$ cat src/rtl/core/hbmdc_pkg.sv
// ----------------------------------------------------------------------------
// hbmdc_pkg
// Shared codes, constants and control types of the H-bridge duty controller.
// ----------------------------------------------------------------------------
package hbmdc_pkg;

  // command codes (s_tuser)
  localparam logic [2:0] CMD_SET_SPEED = 3'd0;
  localparam logic [2:0] CMD_BRAKE     = 3'd1;
  localparam logic [2:0] CMD_PWM_DONE  = 3'd2;
  localparam logic [2:0] CMD_TICK      = 3'd3;
  localparam logic [2:0] CMD_ADC       = 3'd4;

  // motor modes
  localparam logic [1:0] MODE_COAST = 2'd0;
  localparam logic [1:0] MODE_DRIVE = 2'd1;
  localparam logic [1:0] MODE_BRAKE = 2'd2;

  // config register indexes
  localparam logic [1:0] REG_OFF_THRESHOLD = 2'd0;
  localparam logic [1:0] REG_SOFT_START    = 2'd1;
  localparam logic [1:0] REG_TIMEOUT       = 2'd2;

  // config reset values
  localparam logic [6:0]  OFF_THRESHOLD_RST = 7'd6;
  localparam logic [6:0]  SOFT_START_RST    = 7'd70;
  localparam logic [15:0] TIMEOUT_RST       = 16'd700;

  localparam logic [6:0]  DUTY_MAX  = 7'd100;
  localparam logic [15:0] PWM_FLAG  = 16'h8000;
  localparam logic [15:0] MS_SAT    = 16'hFFFF;

  // current scaling: ma = trunc(trunc(adc * 6000 / 1024) * 125 / 18)
  localparam logic [12:0] VOLT_NUM    = 13'd6000;
  localparam logic [6:0]  MA_NUM      = 7'd125;
  localparam logic [15:0] MA_RECIP    = 16'd58254;  // floor(2^20 / 18)
  localparam logic [4:0]  MA_DEN      = 5'd18;

  // last count of the wait after an ADC sample write; the 4-stage scaling
  // has registered the new current when the wait ends
  localparam logic [1:0]  SCALE_LAST  = 2'd3;

  typedef struct packed {
    logic accept;  // input beat taken, commit state
    logic push;    // load the output register
  } ctrl_cmd_t;

  typedef struct packed {
    logic in_is_adc;  // offered beat writes the ADC sample
  } dp_status_t;

endpackage

$ cat src/rtl/core/hbmdc_ctrl.sv
// ----------------------------------------------------------------------------
// hbmdc_ctrl
// Sequencer: takes one beat, waits for the current scaling when needed and
// loads the output register once it is free.
// ----------------------------------------------------------------------------
module hbmdc_ctrl
  import hbmdc_pkg::*;
(
  input  logic       clk,
  input  logic       rst,
  input  logic       s_tvalid,
  output logic       s_tready,
  output logic       m_tvalid,
  input  logic       m_tready,
  input  dp_status_t status,
  output ctrl_cmd_t  cmd
);

  localparam logic [1:0] ST_IDLE  = 2'd0;
  localparam logic [1:0] ST_SCALE = 2'd1;
  localparam logic [1:0] ST_PUSH  = 2'd2;

  logic [1:0] state, state_next;
  logic [1:0] cnt, cnt_next;
  logic       m_tvalid_next;

  assign s_tready   = (state == ST_IDLE);
  assign cmd.accept = s_tvalid && s_tready;
  assign cmd.push   = (state == ST_PUSH) && (!m_tvalid || m_tready);

  always_comb begin
    state_next = state;
    cnt_next   = cnt;
    unique case (state)
      ST_IDLE: begin
        cnt_next = '0;
        if (cmd.accept) begin
          state_next = status.in_is_adc ? ST_SCALE : ST_PUSH;
        end
      end
      ST_SCALE: begin
        cnt_next = cnt + 2'd1;
        if (cnt == SCALE_LAST) begin
          state_next = ST_PUSH;
        end
      end
      ST_PUSH: begin
        if (cmd.push) begin
          state_next = ST_IDLE;
        end
      end
      default: begin
        state_next = ST_IDLE;
      end
    endcase
  end

  always_comb begin
    if (cmd.push) begin
      m_tvalid_next = 1'b1;
    end else if (m_tready) begin
      m_tvalid_next = 1'b0;
    end else begin
      m_tvalid_next = m_tvalid;
    end
  end

  always_ff @(posedge clk) begin
    if (rst) begin
      state    <= ST_IDLE;
      cnt      <= '0;
      m_tvalid <= 1'b0;
    end else begin
      state    <= state_next;
      cnt      <= cnt_next;
      m_tvalid <= m_tvalid_next;
    end
  end

  a_adc_waits: assert property (@(posedge clk) disable iff (rst)
    (cmd.accept && status.in_is_adc) |=> (state == ST_SCALE))
    else $error("ADC beat did not wait for scaling");

  a_no_overwrite: assert property (@(posedge clk) disable iff (rst)
    cmd.push |-> (!m_tvalid || m_tready))
    else $error("output beat overwritten");

  a_one_at_a_time: assert property (@(posedge clk) disable iff (rst)
    cmd.accept |=> !s_tready)
    else $error("second beat taken before result");

  a_scale_done: assert property (@(posedge clk) disable iff (rst)
    (state == ST_SCALE && cnt == SCALE_LAST) |=> (state == ST_PUSH))
    else $error("scaling wait overran");

endmodule

$ cat src/rtl/core/hbmdc_dp.sv
// ----------------------------------------------------------------------------
// hbmdc_dp
// Datapath: config registers, duty quantizer, PWM update bookkeeping,
// pipelined current scaling and the output register.
// ----------------------------------------------------------------------------
module hbmdc_dp
  import hbmdc_pkg::*;
(
  input  logic        clk,
  input  logic        rst,
  input  logic        cfg_we,
  input  logic [1:0]  cfg_index,
  input  logic [15:0] cfg_data,
  input  logic [2:0]  in_user,
  input  logic [31:0] in_data,
  input  ctrl_cmd_t   cmd,
  output dp_status_t  status,
  output logic [55:0] out_data
);

  // config
  logic [6:0]  off_threshold;
  logic [6:0]  soft_start_duty;
  logic [15:0] update_timeout_ms;

  // controller state
  logic [6:0]  previous_duty;
  logic        previous_reverse;
  logic [1:0]  mode;
  logic [7:0]  stored_speed;
  logic        update_pending;
  logic        pwm_ready;
  logic [15:0] ms_since_load;
  logic [11:0] adc_latest;

  // per-item result held until the output register loads
  logic [6:0]  res_applied;
  logic        res_load;
  logic [15:0] res_word;
  logic        res_tout;
  logic        res_sreq;

  // input fields
  logic [2:0]  in_cmd;
  logic [7:0]  in_speed;
  logic        in_force;
  logic [7:0]  in_brake;
  logic [11:0] in_adc;

  assign in_cmd   = in_user;
  assign in_speed = in_data[7:0];
  assign in_force = in_data[8];
  assign in_brake = in_data[16:9];
  assign in_adc   = in_data[28:17];

  assign status.in_is_adc = (in_cmd == CMD_ADC);

  // quantizer and next-state logic
  logic        rev;
  logic [7:0]  mag;
  logic [7:0]  raw;
  logic [6:0]  lvl;
  logic        force_q;
  logic [6:0]  qt;
  logic        q_pend;
  logic [15:0] ms_inc;
  logic        tout;
  logic        load;

  logic [6:0]  previous_duty_next;
  logic        previous_reverse_next;
  logic [1:0]  mode_next;
  logic [7:0]  stored_speed_next;
  logic        update_pending_next;
  logic        pwm_ready_next;
  logic [15:0] ms_since_load_next;
  logic [11:0] adc_latest_next;
  logic [6:0]  applied;
  logic [15:0] word;
  logic        sreq;

  always_comb begin
    rev     = in_speed[7];
    mag     = rev ? (~in_speed + 8'd1) : in_speed;  // -128 reads as 128
    raw     = (in_cmd == CMD_BRAKE) ? in_brake : mag;
    lvl     = (raw > {1'b0, DUTY_MAX}) ? DUTY_MAX : raw[6:0];
    force_q = (in_cmd == CMD_BRAKE) || (rev != previous_reverse) || in_force;

    q_pend = 1'b0;
    if (lvl > off_threshold) begin
      if ((lvl != previous_duty) || force_q) begin
        // (d & ~15) | 16
        qt = {lvl[6:5], 1'b1, 4'b0000};
        if (qt > DUTY_MAX) begin
          qt = DUTY_MAX;
        end
        if ((qt == DUTY_MAX) && (previous_duty == '0)) begin
          qt = soft_start_duty;
        end
        q_pend = 1'b1;
      end else begin
        qt = lvl;
      end
    end else begin
      qt     = '0;
      q_pend = 1'b1;
    end

    ms_inc = (ms_since_load == MS_SAT) ? ms_since_load : ms_since_load + 16'd1;
    tout   = update_pending && !pwm_ready && (ms_inc > update_timeout_ms);
    load   = (pwm_ready || tout) && update_pending;

    previous_duty_next    = previous_duty;
    previous_reverse_next = previous_reverse;
    mode_next             = mode;
    stored_speed_next     = stored_speed;
    update_pending_next   = update_pending;
    pwm_ready_next        = pwm_ready;
    ms_since_load_next    = ms_since_load;
    adc_latest_next       = adc_latest;
    applied               = '0;
    word                  = '0;
    sreq                  = 1'b0;

    case (in_cmd)
      CMD_SET_SPEED: begin
        applied               = qt;
        previous_duty_next    = qt;
        previous_reverse_next = rev;
        update_pending_next   = update_pending || q_pend;
        if (qt == '0) begin
          mode_next         = MODE_COAST;
          stored_speed_next = '0;
        end else begin
          mode_next         = MODE_DRIVE;
          stored_speed_next = rev ? (~{1'b0, qt} + 8'd1) : {1'b0, qt};
        end
      end
      CMD_BRAKE: begin
        applied             = qt;
        previous_duty_next  = qt;
        mode_next           = MODE_BRAKE;
        update_pending_next = update_pending || q_pend;
      end
      CMD_PWM_DONE: begin
        pwm_ready_next = 1'b1;
      end
      CMD_TICK: begin
        if (load) begin
          pwm_ready_next      = 1'b0;
          update_pending_next = 1'b0;
          ms_since_load_next  = '0;
          word                = {{8{stored_speed[7]}}, stored_speed} | PWM_FLAG;
        end else begin
          ms_since_load_next = ms_inc;
          sreq               = 1'b1;
        end
      end
      CMD_ADC: begin
        adc_latest_next = in_adc;
      end
      default: begin
      end
    endcase
  end

  always_ff @(posedge clk) begin
    if (rst) begin
      off_threshold     <= OFF_THRESHOLD_RST;
      soft_start_duty   <= SOFT_START_RST;
      update_timeout_ms <= TIMEOUT_RST;
    end else if (cfg_we) begin
      unique case (cfg_index)
        REG_OFF_THRESHOLD: off_threshold     <= cfg_data[6:0];
        REG_SOFT_START:    soft_start_duty   <= cfg_data[6:0];
        REG_TIMEOUT:       update_timeout_ms <= cfg_data;
        default: begin
        end
      endcase
    end
  end

  always_ff @(posedge clk) begin
    if (rst) begin
      previous_duty    <= '0;
      previous_reverse <= 1'b0;
      mode             <= MODE_COAST;
      stored_speed     <= '0;
      update_pending   <= 1'b0;
      pwm_ready        <= 1'b0;
      ms_since_load    <= '0;
      adc_latest       <= '0;
    end else if (cmd.accept) begin
      previous_duty    <= previous_duty_next;
      previous_reverse <= previous_reverse_next;
      mode             <= mode_next;
      stored_speed     <= stored_speed_next;
      update_pending   <= update_pending_next;
      pwm_ready        <= pwm_ready_next;
      ms_since_load    <= ms_since_load_next;
      adc_latest       <= adc_latest_next;
    end
  end

  always_ff @(posedge clk) begin
    if (cmd.accept) begin
      res_applied <= applied;
      res_load    <= (in_cmd == CMD_TICK) && load;
      res_word    <= word;
      res_tout    <= (in_cmd == CMD_TICK) && tout;
      res_sreq    <= sreq;
    end
  end

  // current scaling, free running on adc_latest; magnitudes keep the
  // truncation toward zero
  logic        neg1, neg2, neg3;
  logic [13:0] volt_mag;
  logic [20:0] x2, x3;
  logic [16:0] q0;
  logic [17:0] current_ma;

  logic [11:0] adc_abs;
  logic [24:0] volt_prod;
  logic [20:0] x_prod;
  logic [36:0] recip_prod;
  logic [21:0] q0_x18;
  logic [21:0] rem;
  logic [16:0] q_fix;

  always_comb begin
    adc_abs    = adc_latest[11] ? (~adc_latest + 12'd1) : adc_latest;
    volt_prod  = {13'd0, adc_abs} * {12'd0, VOLT_NUM};
    x_prod     = {7'd0, volt_mag} * {14'd0, MA_NUM};
    recip_prod = {16'd0, x2} * {21'd0, MA_RECIP};
    q0_x18     = {1'b0, q0, 4'b0000} + {4'd0, q0, 1'b0};
    rem        = {1'b0, x3} - q0_x18;
    // reciprocal is at most one short
    q_fix      = (rem >= {17'd0, MA_DEN}) ? q0 + 17'd1 : q0;
  end

  always_ff @(posedge clk) begin
    if (rst) begin
      neg1       <= 1'b0;
      neg2       <= 1'b0;
      neg3       <= 1'b0;
      volt_mag   <= '0;
      x2         <= '0;
      x3         <= '0;
      q0         <= '0;
      current_ma <= '0;
    end else begin
      neg1       <= adc_latest[11];
      volt_mag   <= volt_prod[23:10];
      neg2       <= neg1;
      x2         <= x_prod;
      neg3       <= neg2;
      x3         <= x2;
      q0         <= recip_prod[36:20];
      current_ma <= neg3 ? (~{1'b0, q_fix} + 18'd1) : {1'b0, q_fix};
    end
  end

  // output register
  logic [6:0]  out_applied;
  logic [7:0]  out_speed;
  logic        out_a;
  logic        out_b;
  logic [1:0]  out_mode;
  logic        out_load;
  logic [15:0] out_word;
  logic        out_tout;
  logic        out_sreq;
  logic [17:0] out_ma;

  always_ff @(posedge clk) begin
    if (cmd.push) begin
      out_applied <= res_applied;
      out_speed   <= stored_speed;
      out_a       <= (mode == MODE_DRIVE) && !stored_speed[7] && (stored_speed != '0);
      out_b       <= (mode == MODE_DRIVE) && stored_speed[7];
      out_mode    <= mode;
      out_load    <= res_load;
      out_word    <= res_word;
      out_tout    <= res_tout;
      out_sreq    <= res_sreq;
      out_ma      <= current_ma;
    end
  end

  assign out_data = {out_ma, out_sreq, out_tout, out_word, out_load, out_mode,
                     out_b, out_a, out_speed, out_applied};

  a_load_clears: assert property (@(posedge clk) disable iff (rst)
    (cmd.accept && in_cmd == CMD_TICK && load)
      |=> (!update_pending && !pwm_ready && ms_since_load == '0))
    else $error("PWM load left update state set");

  a_drive_has_speed: assert property (@(posedge clk) disable iff (rst)
    (mode == MODE_DRIVE) |-> (stored_speed != '0))
    else $error("driving with zero speed");

  a_timeout_needs_pending: assert property (@(posedge clk) disable iff (rst)
    (cmd.accept && in_cmd == CMD_TICK && tout) |-> load)
    else $error("timeout without load");

endmodule

$ cat src/rtl/core/hbridge_motor_duty_controller.sv
// ----------------------------------------------------------------------------
// hbridge_motor_duty_controller
// H-bridge duty controller for one motor: speed/brake commands, PWM update
// pacing on millisecond ticks, current-sense scaling to milliamps.
//
//   channel   dir  beat                         notes
//   s_*       in   one command                  cmd in tuser
//   m_*       out  one status/result per beat   one beat per input beat
//   cfg_*     in   register write               0 off thr, 1 soft start, 2 timeout
//
// A beat is taken in ST_IDLE and its result is loaded into the output
// register in ST_PUSH once that is free. An ADC sample beat first waits
// in ST_SCALE for the 4-stage current scaling pipeline behind adc_latest.
// One beat is processed at a time; a new beat is taken while the last result
// still waits on m_tready and its result loads once that one has left.
// Reset is synchronous; no clearing pass.
// ----------------------------------------------------------------------------
module hbridge_motor_duty_controller
  import hbmdc_pkg::*;
(
  input  logic        clk,
  input  logic        rst,
  input  logic        cfg_we,
  input  logic [1:0]  cfg_index,
  input  logic [15:0] cfg_data,
  input  logic        s_tvalid,
  output logic        s_tready,
  // speed[7:0], force_req[8], brake_level[16:9], adc_sample[28:17], zero[31:29]
  input  logic [31:0] s_tdata,
  // cmd[2:0]
  input  logic [2:0]  s_tuser,
  output logic        m_tvalid,
  input  logic        m_tready,
  // applied_duty[6:0], signed_speed[14:7], drive_a[15], drive_b[16],
  // motor_mode[18:17], pwm_load[19], pwm_word[35:20], pwm_timed_out[36],
  // sample_request[37], current_ma[55:38]
  output logic [55:0] m_tdata
);

  ctrl_cmd_t  cmd;
  dp_status_t status;

  hbmdc_ctrl u_ctrl (
    .clk      (clk),
    .rst      (rst),
    .s_tvalid (s_tvalid),
    .s_tready (s_tready),
    .m_tvalid (m_tvalid),
    .m_tready (m_tready),
    .status   (status),
    .cmd      (cmd)
  );

  hbmdc_dp u_dp (
    .clk       (clk),
    .rst       (rst),
    .cfg_we    (cfg_we),
    .cfg_index (cfg_index),
    .cfg_data  (cfg_data),
    .in_user   (s_tuser),
    .in_data   (s_tdata),
    .cmd       (cmd),
    .status    (status),
    .out_data  (m_tdata)
  );

endmodule

$ cat config.mk
export PLATFORM = sky130hd
export DESIGN_NAME = hbridge_motor_duty_controller
export DESIGN_NICKNAME = d
export VERILOG_FILES = /design/src/rtl/core/hbmdc_pkg.sv /design/src/rtl/core/hbmdc_ctrl.sv /design/src/rtl/core/hbmdc_dp.sv /design/src/rtl/core/hbridge_motor_duty_controller.sv
export SDC_FILE = /design/constraint.sdc
export NUM_CORES = 1
export LEC_CHECK = 0
export BUFFER_PORTS_ARGS = -buffer_cell sky130_fd_sc_hd__buf_2
export CAP_MARGIN = 20
export CORE_MARGIN = 2
export CORE_UTILIZATION = 40
export CTS_BUF_LIST = sky130_fd_sc_hd__clkbuf_8
export DETAILED_ROUTE_END_ITERATION = 10
export PLACE_DENSITY = 0.55
export SYNTH_ARGS = -nofsm -noshare
export SYNTH_HDL_FRONTEND = slang
export SYNTH_HIERARCHICAL = 1
export SYNTH_SLANG_ARGS = --single-unit
export TNS_END_PERCENT = 1
$ cat constraint.sdc
create_clock -name clk -period 8.56 [get_ports clk]
set_input_delay 0.428 -clock clk [delete_from_list [all_inputs] [get_ports clk]]
set_output_delay 0.428 -clock clk [all_outputs]
set_load 0.01 [all_outputs]
---- After elaboration in Yosys (flattened, before gate mapping) ----
Index checks and enable logic that the tools add are counted.
operators by class
  $add $sub $neg .......................... 9
  multiply operators ...................... 3
  order comparisons ....................... 5
  eq/ne operators ......................... 18
  muxes and demuxes ....................... 33
  bitwise logic cells ..................... 5
  reduce and logical (&&, ||, !) cells .... 45
operator list
  kind                                                   number
  two-way mux 7 bit                                      7
  two-way mux 16 bit                                     3
  multiplier 21 x 15 -> 36 bit (second input constant)   1
  two-way mux 17 bit                                     2
  two-way mux 8 bit                                      4
  adder 21 x 18 -> 22 bit                                1
  >= comparator 22 x 5 -> 1 bit (second input constant)  1
  subtractor 21 x 22 -> 22 bit                           1
  multiplier 14 x 7 -> 21 bit (second input constant)    1
  multiplier 12 x 9 -> 20 bit (second input constant)    1
  adder 18 x 1 -> 18 bit (second input constant)         1
  NOT 17 -> 18 bit                                       1
  AND reduction 2 bit                                    9
  adder 17 x 1 -> 17 bit (second input constant)         1
  adder 16 x 1 -> 16 bit (second input constant)         1
  adder 8 x 1 -> 8 bit (second input constant)           2
  == test 16 bit (second input constant)                 1
  > comparator 16 bit                                    1
  logical NOT 7 bit                                      2
  adder 12 x 1 -> 12 bit (second input constant)         1
  two-way mux 12 bit                                     1
  NOT 12 bit                                             1
  logical AND 1 bit                                      11
  nonzero test 2 bit                                     5
  29 further kinds                                       58
word-level totals
  register bits after elaboration ......... 252
  bits of input ports ..................... 58
  output and inout bits ................... 58
  logic and storage cells ................. 157

---- Logic depth before layout (Yosys ltp) ----
  depth in word-level cells ............... 19
  mapped depth ............................ 26

---- Cells and area by module ----
The synthesis kept the hierarchy.
modules (own cells, without submodules)
  module      times used  cells an instance  area each (µm²)  seq. area each (µm²)
  hbmdc_dp    1           2182               20910.1          5485.3
  hbmdc_ctrl  1           27                 251.5            100.1

---- Worst setup path before layout ----
Ideal clock, no wire load.
  kind .................................... reg-to-reg
  start ................................... register u_dp.x2[9]
  end ..................................... register u_dp.q0[16]
  setup time .............................. 128 ps
  arrival ................................. 6115 ps
  required time ........................... 8432 ps
  path slack .............................. 2318 ps
  stages on the path, launching flop included .. 24
  path buffers ............................ 0
  clock period less this slack ............ 6242 ps
  cells stage by stage .................... dfxtp_1 > fa_1 > ha_1 > inv_1 > fa_1 > inv_1 > fa_1 > fa_1 > inv_1 > fa_1 > inv_1 > ha_1 > or2_2 > a21oi_1 > nor2b_1 > a21oi_1 > o31ai_1 > and2_1 > o31a_1 > o41ai_1 > o21ai_0 > o41ai_1 > xnor2_1 > nor2_1
between the ends
  cells in the longest elaborated chain, start to end .. 1
ends and longest elaborated chain
  element                       RTL line         source
  from (decl)                   hbmdc_dp.sv:219  logic [20:0] x2, x3;
  from (signal assigned)        hbmdc_dp.sv:256  x2 <= x_prod;
  multiplier 21 x 15 -> 36 bit  hbmdc_dp.sv:235  recip_prod = {16'd0, x2} * {21'd0, MA_RECIP};
  to (signal assigned)          hbmdc_dp.sv:259  q0 <= recip_prod[36:20];
  to (decl)                     hbmdc_dp.sv:220  logic [16:0] q0;
Every way passes these cells.
A chain may end at the register's enable or synchronous reset.

---- Worst setup path in the final report ----
  start ................................... register u_dp.x2[10]
  end ..................................... register u_dp.q0[16]
Same word-level chain as after synthesis.

==> impl_metrics.csv <==
group,metric,value,unit
worst_hold_path,min_from,"s_tdata[27]",
synth,postSynthAreaPerCell,9.58,µm²
status,outcome,"completed",
sta,final_critical_path_share_of_the_clock_period,0.802,
drt,wl,47800,µm
clock_network,clk_pin_slew_worst_paths,70,ps
global_route,gr-total-overflow,0,
layout,design_area,0.0234,mm²
flow_run,max_cap_viol_count,0,
critical_path,timing.critical_path.arrival,7340,ps
pwr,internal_power,3.84,mW
critical_path,crit_path_start_kind,"flop",
sta,clock.fmax,0.146,GHz
synth,synth.area.top_cells,"sky130_fd_sc_hd__fa_1 18%, sky130_fd_sc_hd__dfxtp_1 17%, sky130_fd_sc_hd__ha_1 16%",
critical_path,number_of_cells_on_the_critical_path,23,
synth,synth_top_flop_cell,"sky130_fd_sc_hd__dfxtp_1",
layout,syn_to_final_growth,10.7,%
sta,fin_worst_hold_slack,61.8,ps
pwr,switching_share,0.455,
placed_design,detailedPlacementHpwl,38600,µm
drt,via_per_inst,5.04,
synth,postSynthRegisterBits,245,
drt,vias,15300,
sta,rsz0062_at_grt,"false",
global_route,grt_max_degree,91,
pwr,power,7.05,mW
clock_network,clock_sinks,245,
sta,post-route-min-period,6870,ps
placed_design,place_congestion,0.905,
pwr,seqPwrFrac,0.201,
drt,drt-initial-drc-count,832,
drt,drc_errors,0,
placed_design,place_area,0.0223,mm²
sta,finalClockSkew,25.7,ps
synth,synth-edff-count,68,
drt,final_antenna_net_count,0,
synth,yosysMostFrequentCell,"sky130_fd_sc_hd__inv_1",
sta,worst_slew_pin_slew,903,ps
critical_path,cp-startpoint,"u_dp/x2[10]$_SDFF_PP0_",
critical_path,top_fanout_value_on_the_critical_path,4,
critical_path,worstRegToRegCells,23,
critical_path,cpMaxStageDelayCell,"sky130_fd_sc_hd__fa_1",
critical_path,cp_top_family,"adder cells",
critical_path,critical_path_buf_inv_count,4,
pwr,worst_ir_drop_vdd,0.000209,V
clock_network,cts_buffers,47,
drt,drt-pass1-iter-count,5,
critical_path,critical_path.most_common_cell,"sky130_fd_sc_hd__fa_1",
global_route,grt_first_pass_wirelength,78900,µm
synth,yosysTopAreaCell,"sky130_fd_sc_hd__fa_1",
sta,finalSetupViolCount,0,
layout,final_util,0.447,
synth,syn-num-nets,2729,
pwr,power.density,301,mW/mm²
critical_path,cp_cell_sequence,"fa_1 -> ha_1 -> inv_1 -> fa_1 -> inv_1 -> fa_1 -> fa_1 -> inv_1 -> fa_1 -> inv_1 -> ha_1 -> a21o_1 -> a21oi_1 -> o221ai_1 -> a21oi_1 -> o31ai_1 -> and2_1 -> o31a_1 -> o41ai_1 -> o21ai_0 -> o41ai_1 -> xnor2_1 -> nor2_1",
floorplanning,design.die.area,0.0548,mm²
pwr,power.net_switching,3.21,mW
clock_network,clock_tree_from_tritoncts,"yes",
critical_path,setup_slack_of_the_most_critical_reg_to_reg_path,1690,ps
sta,hold_violations,0,
synth,post_synth_inst_count,2209,
critical_path,rr_startpoint,"u_dp/x2[10]$_SDFF_PP0_",
global_route,first_global_vias,15600,
placed_design,portBuffers,112,
floorplanning,floorplan.die.height,234,µm
layout,num-nets-final,2834,
drt,average_wire_per_cell_in_the_routed_design,15.7,µm
pwr,p_comb_frac,0.616,
critical_path,setup.worst_path.end_class,"flop",
clock_network,clk_root_buffer_cell,"sky130_fd_sc_hd__clkbuf_8",
floorplanning,dieWidth,234,µm
layout,num_antenna_cells,0,
sta,slew_violations,0,
clock_network,clkLatencyLatePin,610,ps
synth,yosys_warnings,6,
synth,synthesis.area,0.0212,mm²
worst_hold_path,worst_hold_path_type,"primary input to flop",
worst_hold_path,worstHoldPathCells,3,
floorplanning,core_region_area,0.0524,mm²
pwr,clock_power_share,0.184,
clock_network,post_cts.repair.setup_buffers,0,
critical_path,max_stage_delay,560,ps
synth,synth_top_area_frac,0.176,
synth,postSynth.asyncResetShare,0,
layout,drive_above_1_share,0.105,
clock_network,cts_max_level,2,
critical_path,setup.worst_path.class,"flop to flop",
clock_network,cts_buffer_depth,3,
floorplanning,core.rowCount,84,
synth,post_synth_num_cell_types,104,
pwr,p_leak,11.2,nW
global_route,global_route.usage.total,0.179,
sta,slew_headroom,0.398,
floorplanning,floorplan.io_pins,116,
floorplanning,starting_utilization_of_the_core_area,0.403,
synth,ys_seq_area_frac,0.264,
critical_path,worst-endpoint-required,9030,ps
synth,synth_commonest_cells,"355 x sky130_fd_sc_hd__inv_1, 276 x sky130_fd_sc_hd__ha_1, 186 x sky130_fd_sc_hd__fa_1",
sta,final_sum_of_negative_setup_slack,0,ps
global_route,initial_antenna_violation_count,0,
-- sequential cells by signal, indices dropped and copies added, names as in the netlist, 8 cells and up --
signal / count
u_dp/adc_latest: 12
u_dp/current_ma: 18
u_dp/ms_since_load: 16
u_dp/out_ma: 18
u_dp/out_speed: 8
u_dp/out_word: 9
u_dp/q0: 17
u_dp/res_word: 9
u_dp/stored_speed: 8
u_dp/update_timeout_ms: 16
u_dp/volt_mag: 14
u_dp/x2: 21
u_dp/x3: 21
-- tightest hold or removal path: stages --
cell and delay [ps]:
sky130_fd_sc_hd__buf_2 90, sky130_fd_sc_hd__nand2_1 40, sky130_fd_sc_hd__a21oi_1 50
-- through the flow --
| stage | setup slack [ps] | instances |
|---|---|---|
| floorplan | 2320 | 2209 |
| global placement | 1790 | 2951 |
| detailed placement | 1690 | 2951 |
| CTS | 1710 | 3038 |
| global route | 1230 | 3038 |
| finish | 1690 | 3038 |
-- final timing paths --
path / to
setup reg to reg: u_dp/q0[16]$_SDFF_PP0_
hold / removal: u_dp/adc_latest[10]$_SDFFE_PP0P_
setup / recovery: u_dp/q0[16]$_SDFF_PP0_
hold reg to reg: u_dp/out_ma[6]$_DFFE_PP_
-- power groups by stage --
stage	Sequential (mW)	Clock, mW	Combinational, mW
3_3_place_gp	1.44	0	4.24
5_1_grt	1.43	1.39	4.99
2_1_floorplan	1.41	0	3.34
3_5_place_dp	1.44	0	4.30
6_report	1.42	1.29	4.34
4_1_cts	1.42	1.34	4.35
-- per-layer routing --
layer / track usage / wire length (µm)
met4: 0.0516 / 1060
met2: 0.304 / 22700
met5: 0 / 0
met1: 0.238 / 22300
met3: 0.0237 / 1730
-- cell type report --
type	count	area, µm²
Multi-Input combinational cell	1543	13900
Tap cell	688	861
Clock inverter	28	277
Sequential cell	245	5590
Clock buffer	57	785
Inverter	357	1340
Timing Repair Buffer	120	632
Fill cell	4987	29000
-- cells in the final DEF (no fill, tap or decap), drive strengths merged, types with 7 or more instances in the layout --
cell    Yosys  routed
nand2     129     129
a22oi       9       9
nand4      10      10
mux2i      23      23
o41ai      11      11
a31oi      14      14
nor2b      39      39
o21a       20      20
nor2      174     174
a211o      13      13
a21o       22      22
edfxtp     68      68
a21oi      97      97
ha        276     276
buf        24     118
nand2b     20      20
o21bai     12      12
and4        8       8
and2       19      19
inv       355     366
o211ai      9       9
or4         8       8
o21ai      63      63
xor2       26      26
dfxtp     177     177
or2         7       7
and3       23      23
a211oi     19      19
o31ai      14      14
clkinv      2      10
clkbuf     40      57
nor3       50      50
nor4       11      11
nand3      43      43
nor3b      12      12
fa        186     186
xnor2      85      85
-- kinds of logic (layout without fill, tap and decap cells) --
logic type,count (synthesis),after routing,synth area share
AOI/OAI and AO/OA,366,366,0.122
muxes,25,25,0.0133
xor gates and xnor gates,111,111,0.0463
and+or+nand+nor,579,579,0.137
DFF,245,245,0.264
buffers and inverters,421,562,0.0778
adders and majority gates,462,462,0.339
-- what timing repair did --
| action | in CTS | in global routing |
|---|---|---|
| endpoints found under the hold margin | 2 | 0 |
| hold buffers | 2 | 0 |
| resized for setup | 0 | 0 |
No activity file was read; power rests on OpenSTA's default activity.
